`config.mk`:
```
export PLATFORM = sky130hd
export DESIGN_NAME = wmvbgs_merge
export DESIGN_NICKNAME = d
export VERILOG_FILES = /design/src/sv/weighted_moving_variance_bgs_unit_macros.svh /design/src/sv/wmvbgs_pkg.sv /design/src/sv/wmvbgs_merge.sv
export SDC_FILE = /design/constraint.sdc
export NUM_CORES = 2
export LEC_CHECK = 0
export BUFFER_PORTS_ARGS = -buffer_cell sky130_fd_sc_hd__buf_2
export CAP_MARGIN = 5
export CORE_UTILIZATION = 45
export CTS_BUF_LIST = sky130_fd_sc_hd__clkbuf_16
export CTS_CLUSTER_SIZE = 24
export DETAILED_ROUTE_END_ITERATION = 12
export SETUP_SLACK_MARGIN = 0.1
export SLEW_MARGIN = 20
export SYNTH_ARGS = -nofsm -noshare
export SYNTH_HDL_FRONTEND = slang
export SYNTH_SLANG_ARGS = --single-unit
```
`constraint.sdc`:
```
create_clock -name clk -period 18.7 [get_ports clk]
set_clock_uncertainty 0.05 [all_clocks]
set_input_delay 1.87 -clock clk [delete_from_list [all_inputs] [get_ports clk]]
set_output_delay 1.87 -clock clk [all_outputs]
set_load 0.02 [all_outputs]
```
`src/sv/weighted_moving_variance_bgs_unit_macros.svh`:
```
// ----------------------------------------------------------------------------
// weighted moving variance bgs assertion macros
// clocked assertion helpers shared by the rtl files
// ----------------------------------------------------------------------------
`ifndef WEIGHTED_MOVING_VARIANCE_BGS_UNIT_MACROS_SVH
`define WEIGHTED_MOVING_VARIANCE_BGS_UNIT_MACROS_SVH

`ifndef ASSERT_OFF
`define WMV_ASSERT(lbl, clk, rst, prop, msg) \
  lbl: assert property (@(posedge clk) disable iff (rst) prop) else $error(msg);
`define WMV_NEVER(lbl, clk, rst, expr, msg) \
  lbl: assert property (@(posedge clk) disable iff (rst) !(expr)) else $error(msg);
`else
`define WMV_ASSERT(lbl, clk, rst, prop, msg)
`define WMV_NEVER(lbl, clk, rst, expr, msg)
`endif

`endif

```
`src/sv/wmvbgs_pkg.sv`:
```
// ----------------------------------------------------------------------------
// wmvbgs package
// shared constants, register codes and configuration struct
// ----------------------------------------------------------------------------
package wmvbgs_pkg;

  localparam int MAX_PIXELS = 65536;
  localparam int ADDR_W     = $clog2(MAX_PIXELS);
  localparam int LANES      = 3;
  localparam int SMP_W      = 16;
  localparam int VAR_W      = 46;
  localparam int ROOT_W     = VAR_W / 2;
  localparam int SQRT_STEPS = ROOT_W;
  localparam int LANE_LAT   = 7 + SQRT_STEPS;
  localparam int MERGE_LAT  = 2;
  localparam int PIPE_DEPTH = LANE_LAT + MERGE_LAT;
  localparam int HIST_W     = 2 * LANES * SMP_W;

  localparam logic [15:0] LUMA [LANES] = '{16'd19595, 16'd38470, 16'd7471};

  typedef enum logic [2:0] {
    REG_WEIGHT_CURRENT,
    REG_WEIGHT_PREVIOUS,
    REG_WEIGHT_OLDEST,
    REG_THRESHOLD_ENABLE,
    REG_VAR_LIMIT,
    REG_COLOR_MODE,
    REG_WIDE_SAMPLES,
    REG_FRAME_PIXELS
  } reg_idx_t;

  typedef struct packed {
    logic [15:0] weight_current;
    logic [15:0] weight_previous;
    logic [15:0] weight_oldest;
    logic        threshold_enable;
    logic [31:0] var_limit;
    logic        color_mode;
    logic        wide_samples;
    logic [16:0] frame_pixels;
  } cfg_t;

  localparam cfg_t CFG_RESET = '{
    weight_current:    16'd32768,
    weight_previous:   16'd19661,
    weight_oldest:     16'd13107,
    threshold_enable:  1'b1,
    var_limit:         32'd225,
    color_mode:        1'b1,
    wide_samples:      1'b0,
    frame_pixels:      17'd65536
  };

endpackage

```
`src/sv/wmvbgs_merge.sv`:
```
// ----------------------------------------------------------------------------
// wmvbgs merge
// combines lane results into a deviation or a mask value
// ----------------------------------------------------------------------------
module wmvbgs_merge
  import wmvbgs_pkg::*;
(
  input  logic              clk,
  input  logic              en,
  input  cfg_t              cfg,
  input  logic [VAR_W-1:0]  var_in [LANES],
  input  logic [ROOT_W-1:0] root [LANES],
  output logic [7:0]        value
);

  logic [38:0] pr [LANES];
  logic [38:0] pvl [LANES];
  logic [38:0] pvh [LANES];
  logic [VAR_W-1:0] v0;
  logic [ROOT_W-1:0] r0;
  logic [40:0] ysum;
  logic [40:0] lsum;
  logic [40:0] hsum;
  logic [63:0] ycol;
  logic [39:0] thr8;
  logic [18:0] rmono;
  logic [7:0] value_next;

  always_ff @(posedge clk) begin
    if (en) begin
      for (int i = 0; i < LANES; i++) begin
        pr[i]  <= LUMA[i] * root[i];
        pvl[i] <= LUMA[i] * var_in[i][ROOT_W-1:0];
        pvh[i] <= LUMA[i] * var_in[i][VAR_W-1:ROOT_W];
      end
      v0    <= var_in[0];
      r0    <= root[0];
      value <= value_next;
    end
  end

  always_comb begin
    ysum  = 41'(pr[0]) + 41'(pr[1]) + 41'(pr[2]);
    lsum  = 41'(pvl[0]) + 41'(pvl[1]) + 41'(pvl[2]);
    hsum  = 41'(pvh[0]) + 41'(pvh[1]) + 41'(pvh[2]);
    ycol  = (({23'b0, hsum} << ROOT_W) + {23'b0, lsum}) >> 16;
    thr8  = {cfg.var_limit, 8'b0};
    rmono = r0[ROOT_W-1:4];
    if (!cfg.color_mode) begin
      if (cfg.threshold_enable) begin
        value_next = (v0 > VAR_W'(thr8)) ? 8'd255 : 8'd0;
      end else begin
        value_next = (rmono > 19'd255) ? 8'd255 : rmono[7:0];
      end
    end else if (cfg.threshold_enable) begin
      value_next = (ycol > 64'(thr8)) ? 8'd255 : 8'd0;
    end else begin
      value_next = (ysum[40:20] > 21'd255) ? 8'd255 : ysum[27:20];
    end
  end

endmodule

```
==> impl_metrics.env <==
export IMPL_hp_class="reg -> reg"
export IMPL_ys_warn_count=0
export IMPL_rsz0062_at_grt="no"
export IMPL_synth_simple_area_share_pct=5.92
export IMPL_grt_antenna_before_repair=35
export IMPL_syn_nets=9153
export IMPL_drt_wl_total_um=162000
export IMPL_fp_dieH_um=396
export IMPL_seq_area_frac_synth_pct=17.5
export IMPL_clk_insertion_delay_late_ns=0.66
export IMPL_cts_max_path_buffers=3
export IMPL_synth_compound_area_share_pct=9.06
export IMPL_cts_hold_buf=0
export IMPL_synth_cell_area_sq_um=69900
export IMPL_grt_pass1_wl_um=261000
export IMPL_synthCells=6280
export IMPL_nFillCells=14200
export IMPL_crit_path_max_incr_delay_ns=0.96
export IMPL_ys_types=101
export IMPL_dp_hpwl_um=142000
export IMPL_finalWeightedCongestion=0.893
export IMPL_drc=0
export IMPL_drt_first_pass_iters=5
export IMPL_overflow=0
export IMPL_synth_xor_area_share_pct=4.39
export IMPL_cap_viol_max_count=0
export IMPL_cts_buffers=52
export IMPL_ys_ff_latch=407
export IMPL_io_pins=317
export IMPL_die_area_sq_um=157000
export IMPL_crit_required_ns=18.98
export IMPL_cts_setup_buffers=0
export IMPL_clock_fmax_mhz=102
export IMPL_grt_max_degree=78
export IMPL_grt_total_usage_pct=21.3
export IMPL_num_vias=45700
export IMPL_critPathMostFrequentCell="fa_1"
export IMPL_drtIter0Drc=2216
export IMPL_rows=144
export IMPL_start_util_pct=45.4
export IMPL_grt_pass1_vias=47800
export IMPL_path_class="reg -> reg"
export IMPL_wl_per_cell_um=18.7
export IMPL_clock_sinks=407
export IMPL_cp_arrival_ns=10.12
export IMPL_finalCritPeriodShare_pct=52.6
export IMPL_crit_path_end_kind="register"
export IMPL_path_max_fanout=8
export IMPL_critPathSlowestCell="nor4_1"
export IMPL_setup_violations=0
export IMPL_port_buffers=250
export IMPL_slew_headroom_pct=23.2
export IMPL_die_w_um=396
export IMPL_avgSynthCellArea_sq_um=11.1
export IMPL_synth_flop_cell="edfxtp_1"
export IMPL_nets=9441
export IMPL_synthToLayoutAreaGrowth_pct=7.92
export IMPL_worst_slew_pin_slew_ns=1.14
export IMPL_vias_per_cell=5.27
export IMPL_synth_top_family_by_area="adder cells"
export IMPL_cts_resized=0
export IMPL_h_tree_depth=2
export IMPL_core_sq_um=154000
export IMPL_cts_clk_slew_worst_paths_ns=0.06
export IMPL_min_period_ns=9.83
export IMPL_drtAntennaViolNets=0
export IMPL_synthMuxAreaShare_pct=0.0448
export IMPL_drive_gt1_share_pct=5.91
export IMPL_cts_tree="done"
export IMPL_hold_viol=0
export IMPL_slew_viol_final=0
export IMPL_cp_start_kind="register"
export IMPL_synth_async_reset_ratio_pct=0
export IMPL_status="finished clean"
export IMPL_rrSetupSlack_ns=8.87
export IMPL_yosys_area_share_adder_pct=56.8
export IMPL_synth_edf_count=407
export IMPL_cts_root_buffer="clkbuf_16"
export IMPL_finalSetupTns_ns=0
[registers in the layout (all words and copies together), names as in the netlist]
signal,count
pr,111
value,8
r0,20
pvh,111
pvl,111
v0,46
[path summary, 6_finish.rpt]
check             depth (start not counted)                  to                start
setup / recovery                         33  value[6]$_DFFE_PP_  pvh[0][1]$_DFFE_PP_
hold / removal                            4  value[0]$_DFFE_PP_      r0[4]$_DFFE_PP_
setup reg to reg                         33  value[6]$_DFFE_PP_  pvh[0][1]$_DFFE_PP_
hold reg to reg                           4  value[0]$_DFFE_PP_      r0[4]$_DFFE_PP_
[routing by layer]
| metal | part of all wire (%) | up-vias | track usage, % |
|---|---|---|---|
| met5 | 0.099 | - | 0 |
| met4 | 2.8 | 26 | 5.81 |
| met3 | 4.0 | 209 | 2.72 |
| met2 | 46 | 764 | 34.4 |
| met1 | 47 | 22600 | 29.9 |
| li1 | - | 22100 | - |
[cell usage after synthesis, types with 12 or more instances]
cell	count	area, sq um
a211o_1	13	114
a211oi_1	29	218
a21o_1	162	1220
a21oi_1	319	1600
a31oi_1	29	181
and2_1	12	75.1
and3_1	32	200
edfxtp_1	407	12200
fa_1	1015	20300
ha_1	1549	19400
inv_1	1132	4250
nand2_1	179	672
nand2b_1	44	275
nand3_1	79	395
nand4_1	44	275
nor2_1	226	848
nor2b_1	56	350
nor3_1	70	350
nor4_1	13	81.3
o211ai_1	15	113
o21a_1	63	473
o21ai_0	149	746
o21ai_1	13	65.1
o21bai_1	45	338
o22ai_1	12	75.1
o31ai_1	15	113
or2_2	14	87.6
or3_1	19	119
xnor2_1	255	2230
xor2_1	90	788
[cell families after synthesis]
kind of cell | count (synthesis)
compound gates | 973
flops | 407
fa+ha+maj | 2564
xor+xnor | 348
mux | 3
simple gates | 832
buf+inv | 1153
[critical path, delay by kind of cell (launching register included)]
| kind | cells | cell delay (ns) |
|---|---|---|
| xor+xnor | 2 | 0.33 |
| flops | 1 | 0.40 |
| simple gates | 11 | 3.18 |
| buf+inv | 3 | 0.15 |
| compound gates | 10 | 2.62 |
| fa+ha+maj | 7 | 2.80 |
[stage by stage]
stage,utilization [%],hold slack [ns],std cells,setup WS (ns),instance area (sq um)
finish,48.9,0.728,8669,8.87,75400
floorplan,-,0.638,6280,10.98,69900
detailed placement,47.8,0.704,8558,9.00,73600
global placement,47.8,0.709,8558,9.19,73600
global route,48.9,0.783,8665,8.37,75400
CTS,48.9,0.732,8656,8.94,75400
[placed cells by master, fill, tap and decap left out, drive strengths merged, types with 14 or more instances in the layout]
cell type	netlist	final
xor2	92	92
or3	19	19
a21oi	322	322
nand2	179	179
nand4	44	44
nor2b	56	56
nor3	70	70
xnor2	256	256
buf	9	255
clkinv	0	16
ha	1549	1549
a211oi	31	31
nand3	81	81
inv	1132	1146
edfxtp	407	407
o21ai	163	163
nor4	14	14
o21a	63	63
o31ai	15	15
fa	1015	1015
clkbuf	11	53
and3	35	35
nor2	227	227
or2	15	15
nand2b	44	44
o211ai	16	16
a21o	162	162
a31oi	30	30
o21bai	45	45
[layout make-up]
cell class	instances	area (sq um)	area share, %
clock inverters	45	435	0.577
diodes	13	32.5	0.0431
repair buffers	255	1300	1.72
inverters	1132	4250	5.64
clock buffers	53	1330	1.76
multi-input cells	4720	53300	70.7
flip-flops and latches	407	12200	16.2
well taps	2044	2560	3.39
Power is not shown: default switching activity piles up to over one toggle a cycle in this logic, so the estimate is an artifact.
